$ cat config.mk
export PLATFORM = sky130hd
export DESIGN_NAME = fxf_back
export DESIGN_NICKNAME = d
export VERILOG_FILES = /design/src/design/fxf_pkg.sv /design/src/design/fxf_back.sv
export SDC_FILE = /design/constraint.sdc
export NUM_CORES = 1
export LEC_CHECK = 0
export CORE_AREA = 5 5 74 76
export DETAILED_ROUTE_END_ITERATION = 8
export DIE_AREA = 0 0 79 81
export DONT_BUFFER_PORTS = 1
export PLACE_DENSITY = 0.69
export SLEW_MARGIN = 20
export SYNTH_ARGS = -nofsm -noshare
export SYNTH_HDL_FRONTEND = slang
export SYNTH_SLANG_ARGS = --single-unit
export TNS_END_PERCENT = 1
$ cat constraint.sdc
create_clock -name clock -period 2.4 [get_ports clock]
set_clock_uncertainty 0.15 [all_clocks]
set_input_delay 0.12 -clock clock [delete_from_list [all_inputs] [get_ports clock]]
set_output_delay 0.12 -clock clock [all_outputs]
set_load 0.005 [all_outputs]
$ cat src/design/fxf_pkg.sv
// Shared types and constants for the frame packetizer with XOR parity.
// Used by every module but fxf_ram; depends on nothing else.
package fxf_pkg;

   // Default geometry, the defaults of the top-level parameters.
   localparam int CHUNK_BYTES_DEF = 1300;
   localparam int GROUP_SPAN_DEF  = 8;
   localparam int MAX_GROUPS_DEF  = 64;

   // Packet header layout.
   localparam int HDR_BYTES = 28;
   localparam logic [7:0] MAGIC_0 = 8'h55;
   localparam logic [7:0] MAGIC_1 = 8'h44;
   localparam logic [7:0] MAGIC_2 = 8'h50;
   localparam logic [7:0] MAGIC_3 = 8'h56;

   // Header flag bits.
   localparam logic [7:0] FLAG_KEY     = 8'h01;
   localparam logic [7:0] FLAG_CFG     = 8'h02;
   localparam logic [7:0] FLAG_HEVC    = 8'h04;
   localparam logic [7:0] FLAG_PARITY  = 8'h08;
   localparam logic [7:0] AUD_FLAG     = 8'h10;
   localparam logic [7:0] AUD_CFG_FLAG = 8'h20;

   // Input function codes.
   localparam logic FUNC_PAYLOAD = 1'b0;
   localparam logic FUNC_PULL    = 1'b1;

   // Depth of the command queue between front and back.
   localparam int CMD_DEPTH = 8;
   localparam int CMD_CNT_W = $clog2(CMD_DEPTH + 1);

   // One accepted input item.
   typedef struct packed {
      logic        func;
      logic [7:0]  data_byte;
      logic [26:0] frame_size;
      logic [63:0] timestamp_ms;
      logic        is_keyframe;
      logic        is_codec_config;
      logic        is_hevc;
      logic        is_audio;
   } fxf_item_type;

   // One command for the back end: an optional header, then one byte.
   typedef struct packed {
      logic        hdr;
      logic [31:0] seq;
      logic [63:0] ts;
      logic [7:0]  flags;
      logic [15:0] idx;
      logic [15:0] cnt;
      logic [26:0] size;
      logic [7:0]  span;
      logic [7:0]  data;
      logic        pend;
      logic        fend;
      logic        rej;
   } fxf_cmd_type;

   // Push side of the command queue.
   typedef struct packed {
      logic        valid;
      fxf_cmd_type cmd;
   } fxf_push_type;

endpackage

$ cat src/design/fxf_back.sv
// Back end: turns each command into any header bytes and its payload byte.
// Uses fxf_pkg; reads the head of the command queue.
module fxf_back
   import fxf_pkg::*;
(
   input  logic        clock,
   input  logic        reset,
   input  fxf_cmd_type head,
   input  logic        empty,
   input  logic        rsp_pop,
   output logic        cmd_pop,
   output logic [7:0]  rsp_out_byte,
   output logic        rsp_packet_end,
   output logic        rsp_frame_end,
   output logic        rsp_run_last,
   output logic        rsp_rejected
);

   logic [4:0] pos_ff, pos_in;
   logic       in_hdr, xfer;
   logic [7:0] hbyte;
   logic [31:0] size32;

   assign size32 = {5'd0, head.size};
   assign in_hdr = head.hdr && (pos_ff < 5'(HDR_BYTES));
   assign xfer   = rsp_pop && !empty;

   // Header byte at the current position, big-endian fields.
   always_comb begin
      case (pos_ff)
         5'd0:    hbyte = MAGIC_0;
         5'd1:    hbyte = MAGIC_1;
         5'd2:    hbyte = MAGIC_2;
         5'd3:    hbyte = MAGIC_3;
         5'd4:    hbyte = head.seq[31:24];
         5'd5:    hbyte = head.seq[23:16];
         5'd6:    hbyte = head.seq[15:8];
         5'd7:    hbyte = head.seq[7:0];
         5'd8:    hbyte = head.ts[63:56];
         5'd9:    hbyte = head.ts[55:48];
         5'd10:   hbyte = head.ts[47:40];
         5'd11:   hbyte = head.ts[39:32];
         5'd12:   hbyte = head.ts[31:24];
         5'd13:   hbyte = head.ts[23:16];
         5'd14:   hbyte = head.ts[15:8];
         5'd15:   hbyte = head.ts[7:0];
         5'd16:   hbyte = head.flags;
         5'd17:   hbyte = head.idx[15:8];
         5'd18:   hbyte = head.idx[7:0];
         5'd19:   hbyte = head.cnt[15:8];
         5'd20:   hbyte = head.cnt[7:0];
         5'd21:   hbyte = size32[31:24];
         5'd22:   hbyte = size32[23:16];
         5'd23:   hbyte = size32[15:8];
         5'd24:   hbyte = size32[7:0];
         5'd25:   hbyte = head.span;
         default: hbyte = 8'h00;
      endcase
   end

   // Result ports and position within the command.
   always_comb begin
      pos_in  = pos_ff;
      cmd_pop = 1'b0;
      if (in_hdr) begin
         rsp_out_byte   = hbyte;
         rsp_packet_end = 1'b0;
         rsp_frame_end  = 1'b0;
         rsp_run_last   = 1'b0;
         rsp_rejected   = 1'b0;
         if (xfer) begin
            pos_in = pos_ff + 5'd1;
         end
      end else begin
         rsp_out_byte   = head.data;
         rsp_packet_end = head.pend;
         rsp_frame_end  = head.fend;
         rsp_run_last   = 1'b1;
         rsp_rejected   = head.rej;
         if (xfer) begin
            pos_in  = '0;
            cmd_pop = 1'b1;
         end
      end
   end

   always_ff @(posedge clock) begin
      if (reset) begin
         pos_ff <= '0;
      end else begin
         pos_ff <= pos_in;
      end
   end

endmodule

==> reports/metrics.yaml <==
sta:
  post-route-period-util: 0.992
  worst_slack_ns: 0.0203
  layout_min_cycle_time_ns: 2.38
  maxSlewViolCount: 0
  hold_viol: 0
  worst_pin_slew_ns: 0.528
  finalSetupViolations: 0
  rsz0062_at_grt: "true"
  max-slew-margin-rel: 0.646
  max_freq_mhz: 420
min_path:
  holdPathStages: 3
  hold_path_class: "input pin to flop"
  hold_path_startpoint: "empty"
  hold_end: "pos_ff[2]"
status:
  status: "finished clean"
global_route:
  grt_pass1_vias: 2829
  grt_max_degree: 28
  top_usage_layer: "met2"
  gr-total-overflow: 0
  grt_usage: 0.330
  grt_pass1_wl_mm: 16.1
  use_met1: 0.411
  grt_use_met3: 0.0876
  grt_util_met2: 0.568
  antenna_found_initial: 0
synth:
  syn_nets: 492
  synth-edff-count: 0
  synth.avg_cell_area_um2: 7.08
  netlist_area_um2: 2120
  yosys.cell_count.top_type: "a22oi_1"
  ys.flop_type: "dfxtp_1"
  yosys-top-cells-count: "a22oi_1, nand2_1, a21oi_1"
  ys_seq_area_frac: 0.0471
  synth_area_leaders: "a22oi_1, a32oi_1, mux2_2"
  synth_cells: 300
  synth.distinct_cells: 58
  ys_ff_latch: 5
  synth_warnings: 0
  synth_top_area_frac: 0.117
  async_flop_share: 0
  yosysTopAreaCell: "a22oi_1"
layout:
  syn2layout_area_growth_pct: 28.9
  largest_reg_flops: 5
  drive_above_1_share: 0.313
  nets: 513
  final_area_um2: 2740
  top_regs: "pos_ff (5)"
  top_register: "pos_ff"
  fill_cells: 454
  diodes: 0
placed_design:
  place_hpwl_mm: 9.37
  placed_cell_area_um2: 2360
  place_ws_ns: -0.0904
  io_buffers: 0
  gp_congestion: 0.982
die:
  die_x_um: 79
  start_util: 0.456
  die_y_um: 81
  coreArea_um2: 4660
  ios: 200
  num_rows: 25
  die-area_um2: 6400
setup_path:
  cp_max_fo: 8
  critical_path.reg2reg.endpoint: "pos_ff[1]"
  crit_start: "pos_ff[0]"
  reg2reg_from: "pos_ff[2]"
  worstSetupPathType: "flop to output port"
  start_kind: "flop"
  rrSetupSlack_ns: 0.47
  worst_ep_arrival_time_ns: 2.11
  end_kind: "output port"
  critical_path_required_ns: 2.13
  r2r_cells: 6
clock_tree:
  clockRootBuffer: "clkbuf_8"
  cts_tree: "yes"
  clkTransAtPathRegs_ns: 0.04
  clkLatencyLatePin_ns: 0.23
  h-tree-depth: 1
  cts.path.max_buffers: 2
  cts_buffers: 3
  clock_sinks: 5
drt:
  drt_iter0_drc: 367
  wl_mm: 11.9
  via_per_inst: 7.95
  first_pass_iters: 5
  vias: 2973
  drtAntennaViolNets: 0
  wire_per_inst_um: 31.7
  drcViolationCount: 0
pwr:
  p_per_area_nw_per_um2: 142
  p_leak_nw: 0.885
  peakVddDrop_uv: 147
  power_uw: 389
flow_run:
  cap_violations: 0
==> logic make-up after synthesis <==
logic type | after synthesis | synth area share
mux | 14 | 0.0713
compound gates | 138 | 0.504
simple gates | 98 | 0.252
buf+inv | 40 | 0.0960
fa+ha+maj | 5 | 0.0295
flops | 5 | 0.0471
==> per-layer routing <==
layer	up-vias	wire (um)
met5	-	0
met4	0	258
met3	25	1460
met2	263	5810
met1	1409	4320
li1	1276	-
==> worst max path at each step <==
stage	endpoint	slack, ns	cells after the start
after floorplan	rsp_out_byte[1]	-0.002	10
after global placement	rsp_out_byte[3]	-0.17	7
after detailed placement	rsp_out_byte[3]	-0.09	7
after CTS	rsp_out_byte[4]	-0.01	9
after global routing	rsp_out_byte[0]	-0.01	9
final	rsp_out_byte[0]	0.02	9
==> layout by cell type (no fill, tap or decap), drive strengths merged, types with 5 or more instances in the layout <==
cell    Yosys  final
a21oi      17     17
a221oi      8      8
a22o       11     11
a22oi      33     33
a32o        9      9
a32oi      13     13
buf        22     44
dfxtp       5      5
ha          5      5
inv         9      8
mux2        9      9
mux2i       5      5
nand2      25     25
nand3      15     15
nor2       12     12
nor2b       9      9
nor3        8      8
nor3b       5      5
o21ai      12     12
==> where the power goes <==
| part | internal [mW] | switching, mW | total (mW) | leakage, nW |
|---|---|---|---|---|
| Sequential | 0.0818 | 0.00168 | 0.0835 | 0.0432 |
| Clock | 0.114 | 0.0448 | 0.159 | 0.0228 |
| Combinational | 0.0681 | 0.0781 | 0.146 | 0.819 |
| Total | 0.264 | 0.125 | 0.389 | 0.885 |
==> through the flow <==
stage	instances	hold WS, ns	util	setup TNS (ns)
after floorplan	300	0.0391	-	-0.00545
after global placement	362	0.0362	0.506	-0.171
after detailed placement	362	0.0381	0.506	-0.0904
after CTS	372	0.00793	0.540	-0.0195
after global routing	374	0.0319	0.587	-0.0509
final	374	0.0127	0.587	0
==> critical path, cell delays in order (launching register included) <==
cell and delay [ns]:
dfxtp_4 0.35, inv_2 0.10, ha_4 0.21, buf_4 0.21, o21bai_2 0.09, a22o_1 0.22, a31oi_2 0.20, o31ai_4 0.10
buf_4 0.15, a32oi_1 0.24
==> final cells by class <==
cell class	instances	area [um^2]	area share
inverters	9	37.5	0.0137
well taps	54	67.6	0.0247
repair buffers	47	433	0.158
multi-input cells	255	2040	0.746
clock buffers	4	45.0	0.0165
flip-flops and latches	5	113	0.0412
==> timing repair <==
item / in CTS / in global routing
resized for setup: 16 / 43
pin swaps: 5 / 11
setup buffers: 3 / 2
hold endpoints to repair: 5 / 0
setup endpoints to repair: 8 / 8
hold buffers: 3 / 0
Power figures use the tool's default switching activity.
