<file path="src/design/fxf_pkg.sv">
// Shared types and constants for the frame packetizer with XOR parity.
// Used by every module but fxf_ram; depends on nothing else.
package fxf_pkg;

   // Default geometry, the defaults of the top-level parameters.
   localparam int CHUNK_BYTES_DEF = 1300;
   localparam int GROUP_SPAN_DEF  = 8;
   localparam int MAX_GROUPS_DEF  = 64;

   // Packet header layout.
   localparam int HDR_BYTES = 28;
   localparam logic [7:0] MAGIC_0 = 8'h55;
   localparam logic [7:0] MAGIC_1 = 8'h44;
   localparam logic [7:0] MAGIC_2 = 8'h50;
   localparam logic [7:0] MAGIC_3 = 8'h56;

   // Header flag bits.
   localparam logic [7:0] FLAG_KEY     = 8'h01;
   localparam logic [7:0] FLAG_CFG     = 8'h02;
   localparam logic [7:0] FLAG_HEVC    = 8'h04;
   localparam logic [7:0] FLAG_PARITY  = 8'h08;
   localparam logic [7:0] AUD_FLAG     = 8'h10;
   localparam logic [7:0] AUD_CFG_FLAG = 8'h20;

   // Input function codes.
   localparam logic FUNC_PAYLOAD = 1'b0;
   localparam logic FUNC_PULL    = 1'b1;

   // Depth of the command queue between front and back.
   localparam int CMD_DEPTH = 8;
   localparam int CMD_CNT_W = $clog2(CMD_DEPTH + 1);

   // One accepted input item.
   typedef struct packed {
      logic        func;
      logic [7:0]  data_byte;
      logic [26:0] frame_size;
      logic [63:0] timestamp_ms;
      logic        is_keyframe;
      logic        is_codec_config;
      logic        is_hevc;
      logic        is_audio;
   } fxf_item_type;

   // One command for the back end: an optional header, then one byte.
   typedef struct packed {
      logic        hdr;
      logic [31:0] seq;
      logic [63:0] ts;
      logic [7:0]  flags;
      logic [15:0] idx;
      logic [15:0] cnt;
      logic [26:0] size;
      logic [7:0]  span;
      logic [7:0]  data;
      logic        pend;
      logic        fend;
      logic        rej;
   } fxf_cmd_type;

   // Push side of the command queue.
   typedef struct packed {
      logic        valid;
      fxf_cmd_type cmd;
   } fxf_push_type;

endpackage

</file>
<file path="src/design/fxf_cmd_fifo.sv">
// Short command queue between the front end and the back end.
// Uses fxf_pkg; pushes are never issued when it is full (credit in the front).
module fxf_cmd_fifo
   import fxf_pkg::*;
(
   input  logic                 clock,
   input  logic                 reset,
   input  fxf_push_type         push,
   input  logic                 pop,
   output fxf_cmd_type          head,
   output logic                 empty,
   output logic [CMD_CNT_W-1:0] count
);

   localparam int PTR_W = $clog2(CMD_DEPTH);

   fxf_cmd_type          mem_ff [CMD_DEPTH];
   logic [PTR_W-1:0]     wp_ff, rp_ff;
   logic [CMD_CNT_W-1:0] cnt_ff, cnt_in;
   logic                 do_pop;

   assign do_pop = pop && cnt_ff != '0;

   // Occupancy follows pushes and pops.
   always_comb begin
      cnt_in = cnt_ff;
      case ({push.valid, do_pop})
         2'b10:   cnt_in = cnt_ff + CMD_CNT_W'(1);
         2'b01:   cnt_in = cnt_ff - CMD_CNT_W'(1);
         default: cnt_in = cnt_ff;
      endcase
   end

   // Pointers, count and storage.
   always_ff @(posedge clock) begin
      if (reset) begin
         wp_ff  <= '0;
         rp_ff  <= '0;
         cnt_ff <= '0;
      end else begin
         cnt_ff <= cnt_in;
         if (push.valid) begin
            wp_ff <= wp_ff + PTR_W'(1);
         end
         if (do_pop) begin
            rp_ff <= rp_ff + PTR_W'(1);
         end
      end
      if (push.valid) begin
         mem_ff[wp_ff] <= push.cmd;
      end
   end

   assign head  = mem_ff[rp_ff];
   assign empty = cnt_ff == '0;
   assign count = cnt_ff;

endmodule

</file>
<file path="config.mk">
export PLATFORM = sky130hd
export DESIGN_NAME = fxf_cmd_fifo
export DESIGN_NICKNAME = d
export VERILOG_FILES = /design/src/design/fxf_pkg.sv /design/src/design/fxf_cmd_fifo.sv
export SDC_FILE = /design/constraint.sdc
export NUM_CORES = 1
export LEC_CHECK = 0
export ABC_AREA = 1
export BUFFER_PORTS_ARGS = -buffer_cell sky130_fd_sc_hd__buf_4
export CAP_MARGIN = 0
export CORE_UTILIZATION = 40
export CTS_CLUSTER_SIZE = 24
export DETAILED_ROUTE_END_ITERATION = 8
export GPL_ROUTABILITY_DRIVEN = 0
export HOLD_SLACK_MARGIN = 0.1
export PLACE_DENSITY = 0.59
export SLEW_MARGIN = 25
export SYNTH_ARGS = -nofsm -noshare
export SYNTH_HDL_FRONTEND = slang
export SYNTH_SLANG_ARGS = --single-unit
</file>
<file path="constraint.sdc">
create_clock -name clock -period 11.85 [get_ports clock]
set_input_delay 0.5925 -clock clock [delete_from_list [all_inputs] [get_ports clock]]
set_output_delay 0.5925 -clock clock [all_outputs]
set_load 0.005 [all_outputs]
</file>
==> flow_metrics.tcl, run 1 <==
set metrics [dict create \
    drv_slew 0 \
    io_buffers 374 \
    yosysTopAreaCell "edfxtp_1" \
    cts-buffers-inserted 157 \
    row_count 138 \
    grt_pass1_vias 34000 \
    pin_count 375 \
    power_density_nw_per_um2 201 \
    p_seq_frac 0.432 \
    rsz0062_at_grt "false" \
    drive_above_1_share 0.132 \
    synth_cell_types 23 \
    yosysWarningCount 0 \
    p_switching_uw 4080 \
    first_pass_iters 5 \
    post_drt_wl_per_cell_um 20.5 \
    synth.top_cell.area_share 0.767 \
    min_period_over_period 0.450 \
    clkSinkCount 1477 \
    maxCapViolations 0 \
    hp-class "reg -> reg" \
    vias 34600 \
    synthTopCellsByArea "edfxtp_1 (77%), o21ai_0 (5.5%), nor2_1 (4.9%), nand2_1 (3.7%), mux2i_1 (3.2%)" \
    fp.dieW_um 380 \
    cpPeakStageDelay_ns 0.88 \
    pwr-share-clk 0.334 \
    dieArea_sq_um 145000 \
    place_area_sq_um 61800 \
    place_inst 6253 \
    tritoncts "built" \
    final_hold_viol_count 0 \
    drc 0 \
    pre_cts_ws_ns 7.49 \
    critPathArrivalTime_ns 4.74 \
    worstPathCellList "buf_12, buf_12, buf_4, nor2_1, nor2_1, o21ai_0, o21ai_0, nand2_1, nand2_1, buf_4" \
    overflow 0 \
    switching_share 0.296 \
    critPathKind "reg -> out" \
    clkLatencyLatePin_ns 0.79 \
    p_leak_uw 0.0235 \
    grt_first_pass_wirelength_um 208000 \
    num-fill-cells 12200 \
    fin_cells 6720 \
    drt_iter0_drc 2520 \
    synth_nets 4389 \
    setup_viol_count_final 0 \
    status "finished, final reports clean" \
    die_h_um 380 \
    comb_power_share 0.234 \
    cp_num_buf_inv 4 \
    netlist_area_sq_um 57300 \
    worst_slew_pin_slew_ns 1.07 \
    skew_ns 0.0258 \
    postSynthCellCount 4197 \
    dp_hpwl_um 69400 \
    vias_per_cell 5.15 \
    clockRootBuffer "clkbuf_16" \
    core_area_sq_um 142000 \
    ys_ff_latch 1477 \
    max_freq_mhz 188 \
    critPathCaptureType "output port" \
    initial_core_util 0.404 \
    antenna_found_initial 14 \
    ant_nets 0 \
    crit_slowest_cell "buf_4" \
    tns_ns 0 \
    clockBufferDepth 3 \
    syn_to_final_growth_pct 19.5 \
    setup_slack_ns 6.52 \
    maxSlewHeadroom 0.285 \
    required_ns 11.26 \
    fin_area_sq_um 68500 \
    drt-total-wl_um 138000 \
    p_int_uw 9690 \
    power_uw 13800 \
    start_kind "register" \
    path_max_fanout 188 \
    path_delay_family "buffers and inverters" \
    ir_worst_vdd_uv 137 \
    syn_avg_cell_area_sq_um 13.7 \
    fin_nets 4900 \
    ys_seq_area_frac 0.772 \
    fin_crit_ns 5.33 \
    track_usage 0.187 \
    htree_levels 4 \
    clk_pin_slew_ns 0.06 \
    grt_max_degree 190 \
]
==> cell usage in the layout, fill, tap and decap left out, types with 114 or more instances in the layout <==
master            n
o22ai_1         183
mux2i_1         183
edfxtp_1       1464
o21ai_1         114
clkbuf_16       157
nand2_1         566
dlygate4sd3_1   186
buf_4           419
nor2_1          736
o21ai_0         626
==> Yosys cell counts, drive strengths merged <==
library cell	n
nand4	1
o21ai	740
a21oi	11
o22ai	183
or2	1
dfxtp	13
nor2	744
ha	5
nand2	566
inv	18
mux2i	183
edfxtp	1464
buf	101
nand3	3
xor2	1
xnor2	2
clkbuf	161
==> per-layer routing <==
metal	routed length, um	vias up	global-route usage
li1	-	16300	-
met1	60800	17100	0.253
met2	65700	882	0.304
met3	8400	223	0.0425
met4	2850	22	0.0510
met5	136	-	0
==> cell type report <==
class	instances	area, sq um	share of cell area
repair buffers	614	5170	0.0755
flip-flops and latches	1477	44200	0.646
well taps	1890	2360	0.0345
multi-input cells	2440	11800	0.173
diodes	6	15.0	0.000219
inverters	18	82.6	0.00121
clock buffers	208	4150	0.0606
clock inverters	67	642	0.00937
==> final timing paths <==
kind                 start        endpoint  slack (ns)  cells past startpoint
hold / removal    rp_ff[2]        register        0.48                      2
setup reg to reg  wp_ff[0]  mem_ff[2][112]        8.22                      4
hold reg to reg   rp_ff[2]        register        0.48                      2
setup / recovery  register       head[170]        6.52                     10
==> cell families (layout without fill, tap and decap cells) <==
family | count (synthesis) | in the layout | synth area share
adder cells (fa/ha/maj) | 5 | 5 | 0.00109
AO/OA/AOI/OAI | 934 | 934 | 0.0856
XOR/XNOR | 3 | 3 | 0.000459
multiplexers | 183 | 183 | 0.0320
AND/OR/NAND/NOR | 1315 | 1315 | 0.0863
buffers and inverters | 280 | 907 | 0.0227
other | 0 | 6 | 0
flip-flops | 1477 | 1477 | 0.772
==> power by group through the flow <==
stage                     clock network (uW)  registers, uW  logic [uW]
after floorplan                            0           6050        1940
after global placement                     0           6050        3150
after detailed placement                   0           6050        3180
after CTS                               4700           5950        3250
after global routing                    4900           5950        3580
final                                   4600           5940        3220
==> metrics by stage <==
step / hold WS, ns / utilization
final: 0.483 / 0.483
after global routing: 0.515 / 0.483
after CTS: 0.481 / 0.483
after detailed placement: 0.473 / 0.436
after global placement: 0.464 / 0.436
after floorplan: 0.448 / -
==> worst min-delay path, cell delays in order, from the launching register on <==
cell	delay (ns)
dfxtp_1	0.31
nand2_1	0.06
a21oi_1	0.07
==> repair_timing <==
item / CTS / global route
hold endpoints to repair: 1470 / 0
buffers inserted: 0 / 0
resized for setup: 0 / 0
hold buffers: 186 / 0
==> state kept, by name, summed over array words and instances, names as in the netlist, named ones only <==
signal and cells:
mem_ff 1464, rp_ff 3, wp_ff 3, count 4
No activity file was read; power rests on OpenSTA's default activity.
==> run 2: changes to the inputs <==
Clock period 11.85 ns to 5 ns, I/O delays scaled along.
==> run 2 against run 1 <==
Compared with the run above: wire length fell by 0.67%; worst hold slack got worse by 0.26 ns; register-to-register slack got worse by 5.8 ns; combinational power up 140%; die area is the same; core utilization is 0.61 points higher; worst setup slack got worse by 5.1 ns; final area rose by 1.3%; critical path depth is 3 lower; clock skew up 0.030 ns; sequential share of layout area fell by 0.80 points; total power increased by 140%; highest routed layer unchanged.
==> flow_metrics.tcl, run 2 (synthesis gave the netlist of run 1 again) <==
set metrics [dict create \
    drt_iter0_drc 2630 \
    critPathKind "reg -> out" \
    cts_post_setup_buffers_inserted 0 \
    drt-total-wl_um 137000 \
    fin_crit_ns 3.59 \
    clockRootBuffer "clkbuf_16" \
    drive_above_1_share 0.138 \
    clkSinkCount 1477 \
    post_drt_wl_per_cell_um 20.3 \
    io_buffers 374 \
    start_kind "register" \
    row_count 138 \
    overflow 0 \
    p_leak_uw 0.0238 \
    core_area_sq_um 142000 \
    final_common_cell "edfxtp_1" \
    reg2regPathDepth 3 \
    htree_levels 4 \
    clkLatencyLatePin_ns 0.80 \
    dieArea_sq_um 145000 \
    initial_core_util 0.404 \
    grt_max_degree 169 \
    syn_to_final_growth_pct 21.0 \
    cts-buffers-inserted 157 \
    regToRegSetupSlack_ns 2.42 \
    final_util 0.489 \
    ant_nets 0 \
    maxSlewHeadroom 0.254 \
    worst_slew_pin_slew_ns 1.12 \
    tns_ns 0 \
    min_period_over_period 0.718 \
    vias_per_cell 5.16 \
    clk_pin_slew_ns 0.06 \
    path_max_fanout 120 \
    maxCapViolations 0 \
    largest_register "mem_ff" \
    power_density_nw_per_um2 480 \
    drv_slew 0 \
    grt_pass1_vias 33800 \
    fin_nets 4920 \
    max_freq_mhz 279 \
    first_pass_iters 5 \
    grt_first_pass_wirelength_um 208000 \
    vias 34800 \
    required_ns 4.75 \
    final_cell_mix "edfxtp_1 (1464), nor2_1 (736), o21ai_0 (626)" \
    hp-class "in -> reg" \
    ctsHoldBuffers 187 \
    ir_worst_vdd_uv 329 \
    rsz0062_at_grt "false" \
    critPathArrivalTime_ns 3.34 \
    tritoncts "built" \
    drc 0 \
    clockBufferDepth 3 \
    pin_count 375 \
    track_usage 0.187 \
    skew_ns 0.0563 \
    die_h_um 380 \
    cts_resized 0 \
    dp_hpwl_um 70400 \
    fp.dieW_um 380 \
    antenna_found_initial 18 \
    setup_viol_count_final 0 \
    largest_reg_flops 1464 \
    critPathCaptureType "output port" \
    status "finished, final reports clean" \
    final_hold_viol_count 0 \
    holdPathStages 3 \
]
==> run 2: cell count changes in the layout (fill, tap and decap cells not counted), sizes merged <==
| cell | previous run | this run |
|---|---|---|
| diode | 6 | 11 |
| dlygate4sd3 | 186 | 187 |
| inv | 29 | 23 |
| clkinvlp | 2 | 7 |
| buf | 428 | 447 |
| clkbuf | 208 | 205 |
| bufinv | 5 | 13 |
| clkinv | 49 | 56 |
==> run 2: layout make-up <==
| type | instances | area, sq um |
|---|---|---|
| fillers | 12100 | 72400 |
| inverters | 18 | 82.6 |
| well taps | 1890 | 2360 |
| flip-flops and latches | 1477 | 44200 |
| diodes | 11 | 27.5 |
| multi-input cells | 2440 | 11800 |
| clock inverters | 81 | 1000 |
| repair buffers | 634 | 5680 |
| clock buffers | 205 | 4130 |
==> run 2: critical path, cell delays in order (launching register included) <==
cell and delay [ns]:
dfxtp_4 0.50, inv_8 0.62, buf_12 0.46, o21ai_0 0.18
o21ai_0 0.10, nand2_1 0.06, nand2_1 0.23, buf_4 0.16
==> run 2: power breakdown <==
part	switching (uW)	internal (uW)	leakage, uW
clock	4850	6580	0.00244
combinational	4750	2980	0.00794
sequential	187	13900	0.0134
total	9790	23500	0.0238
==> run 2: metrics by stage <==
step / power (uW) / instance area [sq um] / setup slack (ns) / hold slack [ns] / instances
2_1_floorplan: 18900 / 57300 / -0.896 / 0.319 / 4197
3_3_place_gp: 22000 / 62300 / 2.22 / 0.461 / 6270
3_5_place_dp: 22000 / 62300 / 2.23 / 0.477 / 6272
4_1_cts: 33600 / 69300 / 1.34 / 0.132 / 6745
5_1_grt: 34900 / 69300 / 1.20 / 0.180 / 6750
6_report: 33300 / 69300 / 1.41 / 0.225 / 6756
==> run 2: worst paths after layout <==
check	endpoint	start
setup / recovery	head[159]	register
hold / removal	register	reset
setup reg to reg	mem_ff[1][176]	wp_ff[0]
hold reg to reg	rp_ff[0]	rp_ff[0]
==> run 2: routing by layer <==
layer	vias up	wire length, um	track usage
met2	894	63900	0.295
met1	17300	61400	0.258
li1	16400	-	-
met4	18	3140	0.0551
met5	-	103	0
met3	228	8440	0.0419
